--- src/hw/rtl/esu_pkg.sv ---
// Shared types, character codes and hex digit helper for the escape decoder.
`default_nettype none

package esu_pkg;

   localparam logic [7:0] CHAR_BACKSLASH = 8'h5C;
   localparam logic [7:0] CHAR_LOWER_X   = 8'h78;
   localparam logic [7:0] CHAR_UPPER_X   = 8'h58;
   localparam logic [7:0] CHAR_ZERO      = 8'h30;
   localparam logic [7:0] CHAR_NINE      = 8'h39;
   localparam logic [7:0] CHAR_UPPER_A   = 8'h41;
   localparam logic [7:0] CHAR_UPPER_F   = 8'h46;
   localparam logic [7:0] CHAR_LOWER_A   = 8'h61;
   localparam logic [7:0] CHAR_LOWER_F   = 8'h66;
   localparam logic [7:0] HEX_LETTER_OFS = 8'd10;

   // Escape phase, one-hot.
   typedef enum logic [3:0] {
      PH_PLAIN   = 4'b0001,
      PH_BSLASH  = 4'b0010,
      PH_HEX_HI  = 4'b0100,
      PH_HEX_LO  = 4'b1000
   } esu_phase_type;

   typedef struct packed {
      logic [7:0] char_in;
      logic       end_of_string;
   } esu_req_type;

   typedef struct packed {
      logic [7:0] char_out;
      logic       has_byte;
      logic       end_mark;
   } esu_rsp_type;

   // Decoder outcome for one byte: next state plus the word to emit, if any.
   typedef struct packed {
      esu_phase_type phase;
      logic [3:0]    nibble;
      logic          emit;
      esu_rsp_type   rsp;
   } esu_dec_type;

   // Hex digit value; anything that is not a hex digit counts as zero.
   function automatic logic [3:0] hex_value(input logic [7:0] c);
      logic [7:0] v;
      begin
         v = 8'd0;
         if (c >= CHAR_ZERO && c <= CHAR_NINE) begin
            v = c - CHAR_ZERO;
         end else if (c >= CHAR_UPPER_A && c <= CHAR_UPPER_F) begin
            v = c - CHAR_UPPER_A + HEX_LETTER_OFS;
         end else if (c >= CHAR_LOWER_A && c <= CHAR_LOWER_F) begin
            v = c - CHAR_LOWER_A + HEX_LETTER_OFS;
         end
         hex_value = v[3:0];
      end
   endfunction

endpackage

`default_nettype wire

--- src/hw/rtl/esu_decode.sv ---
// Combinational escape decoder: one byte plus current state in, next state and result out.
`default_nettype none

module esu_decode (
   input  esu_pkg::esu_phase_type phase,
   input  logic [3:0]             nibble,
   input  esu_pkg::esu_req_type   word,
   output esu_pkg::esu_dec_type   dec
);
   import esu_pkg::*;

   esu_phase_type phase_nxt;
   logic [3:0]    nibble_nxt;
   logic          have;
   logic [7:0]    val;
   logic          is_x;

   assign is_x = (word.char_in == CHAR_LOWER_X) || (word.char_in == CHAR_UPPER_X);

   always_comb begin
      phase_nxt  = phase;
      nibble_nxt = nibble;
      have       = 1'b0;
      val        = 8'd0;
      unique case (phase)
         PH_PLAIN: begin
            if (word.char_in == CHAR_BACKSLASH) begin
               phase_nxt = PH_BSLASH;
            end else begin
               have = 1'b1;
               val  = word.char_in;
            end
         end
         PH_BSLASH: begin
            if (is_x) begin
               phase_nxt = PH_HEX_HI;
            end else begin
               have      = 1'b1;
               val       = word.char_in;
               phase_nxt = PH_PLAIN;
            end
         end
         PH_HEX_HI: begin
            nibble_nxt = hex_value(word.char_in);
            phase_nxt  = PH_HEX_LO;
         end
         PH_HEX_LO: begin
            have      = 1'b1;
            val       = {nibble, hex_value(word.char_in)};
            phase_nxt = PH_PLAIN;
         end
         default: begin
            phase_nxt = PH_PLAIN;
         end
      endcase

      // last byte closes the string and drops any open escape
      if (word.end_of_string) begin
         phase_nxt  = PH_PLAIN;
         nibble_nxt = 4'd0;
      end
   end

   assign dec.phase        = phase_nxt;
   assign dec.nibble       = nibble_nxt;
   assign dec.emit         = have || word.end_of_string;
   assign dec.rsp.char_out = val;
   assign dec.rsp.has_byte = have;
   assign dec.rsp.end_mark = word.end_of_string;

endmodule

`default_nettype wire

--- src/hw/rtl/escaped_string_unescaper_top.sv ---
// Top level of the backslash hex-escape decoder: input register, decoder, result register.
`default_nettype none

//  channel | direction | handshake              | payload
//  --------+-----------+------------------------+------------------------------------
//  req     | in        | req_valid / req_stall  | req_word: char_in, end_of_string
//  rsp     | out       | rsp_valid / rsp_stall  | rsp_word: char_out, has_byte, end_mark
//
//  One word per cycle while rsp_stall is low; words pass input then result register.
//  The escape state (phase, high nibble) is updated as a word moves from the
//  input register to the result register, so consecutive bytes flow back to back.
//  Bytes that open or continue an escape give no rsp word unless they end the string.
//  Synchronous active-high reset empties both registers and returns to plain text.
//  rsp_stall holds the result register; req_stall rises only when the input
//  register is full and cannot drain into the result register.

module escaped_string_unescaper_top (
   input  logic                 clock,
   input  logic                 reset,
   input  logic                 req_valid,
   output logic                 req_stall,
   input  esu_pkg::esu_req_type req_word,
   output logic                 rsp_valid,
   input  logic                 rsp_stall,
   output esu_pkg::esu_rsp_type rsp_word
);
   import esu_pkg::*;

   // input register
   logic          in_valid_ff, in_valid_in;
   esu_req_type   in_word_ff;

   // escape state
   esu_phase_type phase_ff, phase_in;
   logic [3:0]    nibble_ff, nibble_in;

   // result register
   logic          out_valid_ff, out_valid_in;
   esu_rsp_type   out_word_ff;

   esu_dec_type   dec;
   logic          out_free;   // result register can take a new word this cycle
   logic          advance;    // input word is decoded this cycle
   logic          load;       // new req word accepted

   esu_decode u_decode (
      .phase  (phase_ff),
      .nibble (nibble_ff),
      .word   (in_word_ff),
      .dec    (dec)
   );

   assign out_free  = !out_valid_ff || !rsp_stall;
   assign advance   = in_valid_ff && out_free;
   assign req_stall = in_valid_ff && !out_free;
   assign load      = req_valid && !req_stall;

   assign in_valid_in  = load || (in_valid_ff && !advance);
   assign phase_in     = advance ? dec.phase : phase_ff;
   assign nibble_in    = advance ? dec.nibble : nibble_ff;
   assign out_valid_in = out_free ? (advance && dec.emit) : out_valid_ff;

   always_ff @(posedge clock) begin
      if (reset) begin
         in_valid_ff  <= 1'b0;
         out_valid_ff <= 1'b0;
         phase_ff     <= PH_PLAIN;
         nibble_ff    <= 4'd0;
      end else begin
         in_valid_ff  <= in_valid_in;
         out_valid_ff <= out_valid_in;
         phase_ff     <= phase_in;
         nibble_ff    <= nibble_in;
      end
   end

   // payload registers, no reset
   always_ff @(posedge clock) begin
      if (load) begin
         in_word_ff <= req_word;
      end
      if (advance && dec.emit) begin
         out_word_ff <= dec.rsp;
      end
   end

   assign rsp_valid = out_valid_ff;
   assign rsp_word  = out_word_ff;

   // every word without a data byte must be the end-of-string word
   a_empty_is_end: assert property (@(posedge clock) disable iff (reset)
      out_valid_ff |-> (out_word_ff.has_byte || out_word_ff.end_mark))
      else $error("rsp word with neither byte nor end mark");

   // an empty word carries a zero byte
   a_empty_is_zero: assert property (@(posedge clock) disable iff (reset)
      (out_valid_ff && !out_word_ff.has_byte) |-> (out_word_ff.char_out == 8'd0))
      else $error("rsp word without byte has nonzero char_out");

   // the last byte of a string always produces a marked word and clears the state
   a_end_closes: assert property (@(posedge clock) disable iff (reset)
      (advance && in_word_ff.end_of_string) |=>
         (out_valid_ff && out_word_ff.end_mark && phase_ff == PH_PLAIN
          && nibble_ff == 4'd0))
      else $error("end of string not closed properly");

   // a decoded word always lands in the result register
   a_no_loss: assert property (@(posedge clock) disable iff (reset)
      (advance && dec.emit) |=> out_valid_ff)
      else $error("decoded word lost");

endmodule

`default_nettype wire

--- config.mk ---
export PLATFORM = sky130hd
export DESIGN_NAME = escaped_string_unescaper_top
export DESIGN_NICKNAME = d
export VERILOG_FILES = /design/src/hw/rtl/esu_pkg.sv /design/src/hw/rtl/esu_decode.sv /design/src/hw/rtl/escaped_string_unescaper_top.sv
export SDC_FILE = /design/constraint.sdc
export NUM_CORES = 1
export LEC_CHECK = 0
export ABC_AREA = 1
export BUFFER_PORTS_ARGS = -buffer_cell sky130_fd_sc_hd__buf_2
export CAP_MARGIN = 5
export CORE_ASPECT_RATIO = 1.25
export CORE_UTILIZATION = 54
export CTS_CLUSTER_SIZE = 10
export DETAILED_ROUTE_END_ITERATION = 7
export HOLD_SLACK_MARGIN = 0.03
export PLACE_DENSITY = 0.77
export SYNTH_ARGS = -nofsm -noshare
export SYNTH_HDL_FRONTEND = slang
export SYNTH_SLANG_ARGS = --single-unit
--- constraint.sdc ---
create_clock -name clock -period 1.9 [get_ports clock]
set_input_delay 0.095 -clock clock [delete_from_list [all_inputs] [get_ports clock]]
set_output_delay 0.095 -clock clock [all_outputs]
set_load 0.01 [all_outputs]
==> run summary <==
- **number of buffers added by the clock tree synthesis step** 5
- **HP Class** input pin to register
- **R2R Setup Slk** 0.11 ns
- **setup clock skew after layout** 0.00448 ns
- **share of power burned in the clock network** 29.3%
- **maximum single-stage delay on the critical path** 0.43 ns
- **count of final hold-check violations** 0
- **maximum number of pins on one net before global-route repair** 11
- **detailed-route vias per instance** 5.25
- **depth of the worst hold-timing path** 3
- **Total GRT Usage** 23.7%
- **pin slew with the least headroom to its limit** 0.318 ns
- **slew margin rel.** 78.8%
- **Crit. Startpoint** in_word_ff[2]
- **Avg Cell Area, Syn** 8.96 µm²
- **Port-buffer cells** 24
- **initial core utilization** 57.8%
- **Critical Path, Cell by Cell** inv_2, ha_2, nand2_1, nor2_2, nand3_2, nand2_2, nand4_1, nand2_2, clkinvlp_4
- **area growth from synthesis to final layout** 27.4%
- **Hold Path Sink** rsp_valid
- **number of placement rows** 20
- **maximum root-to-sink buffer count** 2
- **type of the setup path with the least slack** register to register
- **post-layout minimum cycle time** 1.79 ns
- **fraction of post-synthesis cell area in the top cell type by area** 40.3%
- **yosys synthesis warning count** 0
- **most common cell type on the critical path** sky130_fd_sc_hd__nand2_2
- **synth unique cells** 23
- **type of destination of the critical path** register
- **Final Worst Setup Slack** 0.108 ns
- **top library cells by usage in the layout, fill and taps aside** sky130_fd_sc_hd__nand2_1, sky130_fd_sc_hd__buf_2, sky130_fd_sc_hd__edfxtp_1, sky130_fd_sc_hd__inv_1, sky130_fd_sc_hd__nand3_1
- **Filler cells** 208
- **most common cell after layout, fill and taps aside** sky130_fd_sc_hd__nand2_1
- **sequential cell area in the final layout** 771 µm²
- **share of the cycle needed by the critical path after routing** 94.3%
- **sequential-to-total area share from yosys stat** 54.4%
- **switching pwr** 0.316 mW
- **static leakage** 0.796 nW
- **RePlAce Congestion** 0.868
- **Highest Clock Rate** 558 MHz
- **vias after detailed routing** 1255
- **clock net sink count** 29
- **number of storage elements in the synthesis netlist** 29
- **Syn Std Cell Area** 1420 µm²
- **gate count of the mapped netlist** 158
- **Reg power frac** 57.0%
- **Crit path required time** 1.97 ns
- **portion of netlist area occupied by mux cells** 0%
- **start of the worst register-to-register path** in_word_ff[2]
- **Setup WS pre-CTS** 0.0641 ns
- **Final nets** 223
- **number of detailed-routing iterations run before antenna repair** 4
- **worst reg2reg path endpoint** rsp_word[5]
- **global-route wire length before repair** 4560 µm
- **number of top-level design ports** 25
- **layout cells sized above 1** 28.2%
- **antenna violations before repair** 0
- **final cell count without fillers** 239
- **start point of the worst min-delay path** rsp_stall
- **top cells by area in the synthesized netlist** sky130_fd_sc_hd__edfxtp_1, sky130_fd_sc_hd__dfxtp_1, sky130_fd_sc_hd__nand2_1
- **area leader, netlist** sky130_fd_sc_hd__edfxtp_1
- **Worst-path clk slew** 0.08 ns
- **CTS H-Tree Depth** 2
- **wirelength, routed** 2960 µm
- **signal arrival time at the worst endpoint** 1.87 ns
- **half-perimeter wire length of the detailed placement result** 2030 µm
- **simple logic cell fraction of the synthesized area** 26.2%
- **global-route congestion overflow total** 0
- **outcome** finished clean
- **placed cell count** 215
- **maximum vdd drop** 434 µV
- **number of pins with negative max-slew slack in the final report** 0
- **library cell used as clock root buffer** sky130_fd_sc_hd__clkbuf_4
- **slowest cell on the critical path** sky130_fd_sc_hd__edfxtp_1
- **average routed wire per standard cell** 12.4 µm
- **switch share** 24.9%
- **area inside the core boundary** 2450 µm²
- **CTS tree** built
- **arithmetic-cell share of the synthesized area counting full adders, half adders and majority gates** 3.53%
- **number of buffer and inverter stages on the critical path** 2
- **Max Fanout on Critical Path** 5
- **setup violation total in the final timing report** 0
- **internal power contribution** 0.955 mW
- **post-synth net total** 175
- **Die X-Extent** 47.8 µm
- **worst reg-to-reg path cell count** 9
- **fraction of the mapped netlist area in compound gates** 9.19%
- **largest family of logic cells by synthesized area** simple AND/OR/NAND/NOR gates
- **launching element type of the critical path** register
- **total DRC errors in the routed layout** 0
- **area taken by multi-input logic gates** 567 µm²
- **Maximum Capacitance Violations** 0
- **Largest delay share family, worst path** simple AND/OR/NAND/NOR gates
- **XOR/XNOR share of the synthesized area** 0%
- **Skew-Pair Late Insertion Delay** 0.33 ns
- **Die Y-Extent** 59.3 µm
- **combinational share of power** 13.8%
- **number of antenna cells inserted** 0
- **number of global-route vias before repair** 1162
- **power per unit of standard cell area** 705 nW/µm²
- **count of routing violations after the opening detailed-route iteration** 59
- **number of antenna-violating nets in the routed design** 0
- **die area** 2830 µm²
==> how the worst max path moves through the flow <==
| stage | to | slack (ns) | cells past startpoint |
|---|---|---|---|
| 3_3_place_gp | rsp_word[3] | 0.15 | 9 |
| 6_report | rsp_word[5] | 0.11 | 9 |
| 2_1_floorplan | rsp_word[0] | 0.21 | 9 |
| 3_5_place_dp | rsp_word[3] | 0.06 | 9 |
| 4_1_cts | rsp_word[3] | 0.02 | 9 |
| 5_1_grt | rsp_word[7] | -0.009 | 9 |
==> synth_stat cells, drive strengths merged <==
cell type / count
nand2: 42
inv: 23
edfxtp: 19
nand3: 17
a21oi: 12
nor2: 11
dfxtp: 10
o21ai: 10
nand4: 5
ha: 4
nor3: 2
a22o: 1
buf: 1
nand3b: 1
==> area by class of cell <==
class                      instances  share of cell area, %
sequential                        29                   42.7
multi-input combinational        105                   31.4
inverter                          23                   4.99
timing repair inverter             1                  0.416
timing repair buffer              41                   15.1
tap                               33                   2.29
clock buffer                       7                   3.05
==> metrics by stage <==
step	setup TNS, ns	util, %	hold WS (ns)	instance area [µm²]	power, mW
floorplan	0	-	0.194	1420	0.830
global placement	0	64.3	0.272	1580	0.872
detailed placement	0	64.3	0.273	1580	0.877
CTS	0	70.7	0.0403	1730	1.26
global route	-0.0436	73.6	0.0516	1800	1.32
finish	0	73.6	0.0418	1800	1.27
==> sequential cells by signal (all words and copies together) (netlist names) <==
name,flops
rsp_valid,1
rsp_word,10
in_valid_ff,1
phase_ff,4
in_word_ff,9
nibble_ff,4
==> tightest hold or removal path, cell delays in order <==
cell and delay, ns:
sky130_fd_sc_hd__buf_2 0.10, sky130_fd_sc_hd__nand2_1 0.07, sky130_fd_sc_hd__a21oi_1 0.06
==> power groups by stage <==
stage          Clock, mW  Combinational, mW  Sequential, mW
6_report           0.372              0.175           0.724
5_1_grt            0.397              0.195           0.729
4_1_cts            0.380              0.154           0.724
3_5_place_dp           0              0.138           0.739
3_3_place_gp           0              0.134           0.738
2_1_floorplan          0             0.0871           0.743
==> cells by family (layout without fill, tap and decap cells) <==
group	count (synthesis)	in the layout
AND/OR/NAND/NOR	78	78
flip-flops	29	29
buffers and inverters	24	72
AO/OA/AOI/OAI	23	23
adder cells (fa/ha/maj)	4	4
==> per-layer routing <==
layer / part of all wire, % / vias up / wire [µm] / GRT usage, %
met5: 0 / - / 0 / 0
met4: 3.2 / 0 / 95 / 12.7
met3: 5.9 / 14 / 175 / 11.3
met2: 53 / 42 / 1550 / 39.0
met1: 38 / 575 / 1130 / 23.8
li1: - / 624 / - / -
==> repair_timing <==
action                                  CTS  global route
hold endpoints to repair                 10             0
resized for setup                         0             9
setup buffers                             0             6
hold buffers                             10             0
endpoints found under the setup margin    0            16
Power figures use the tool's default switching activity.
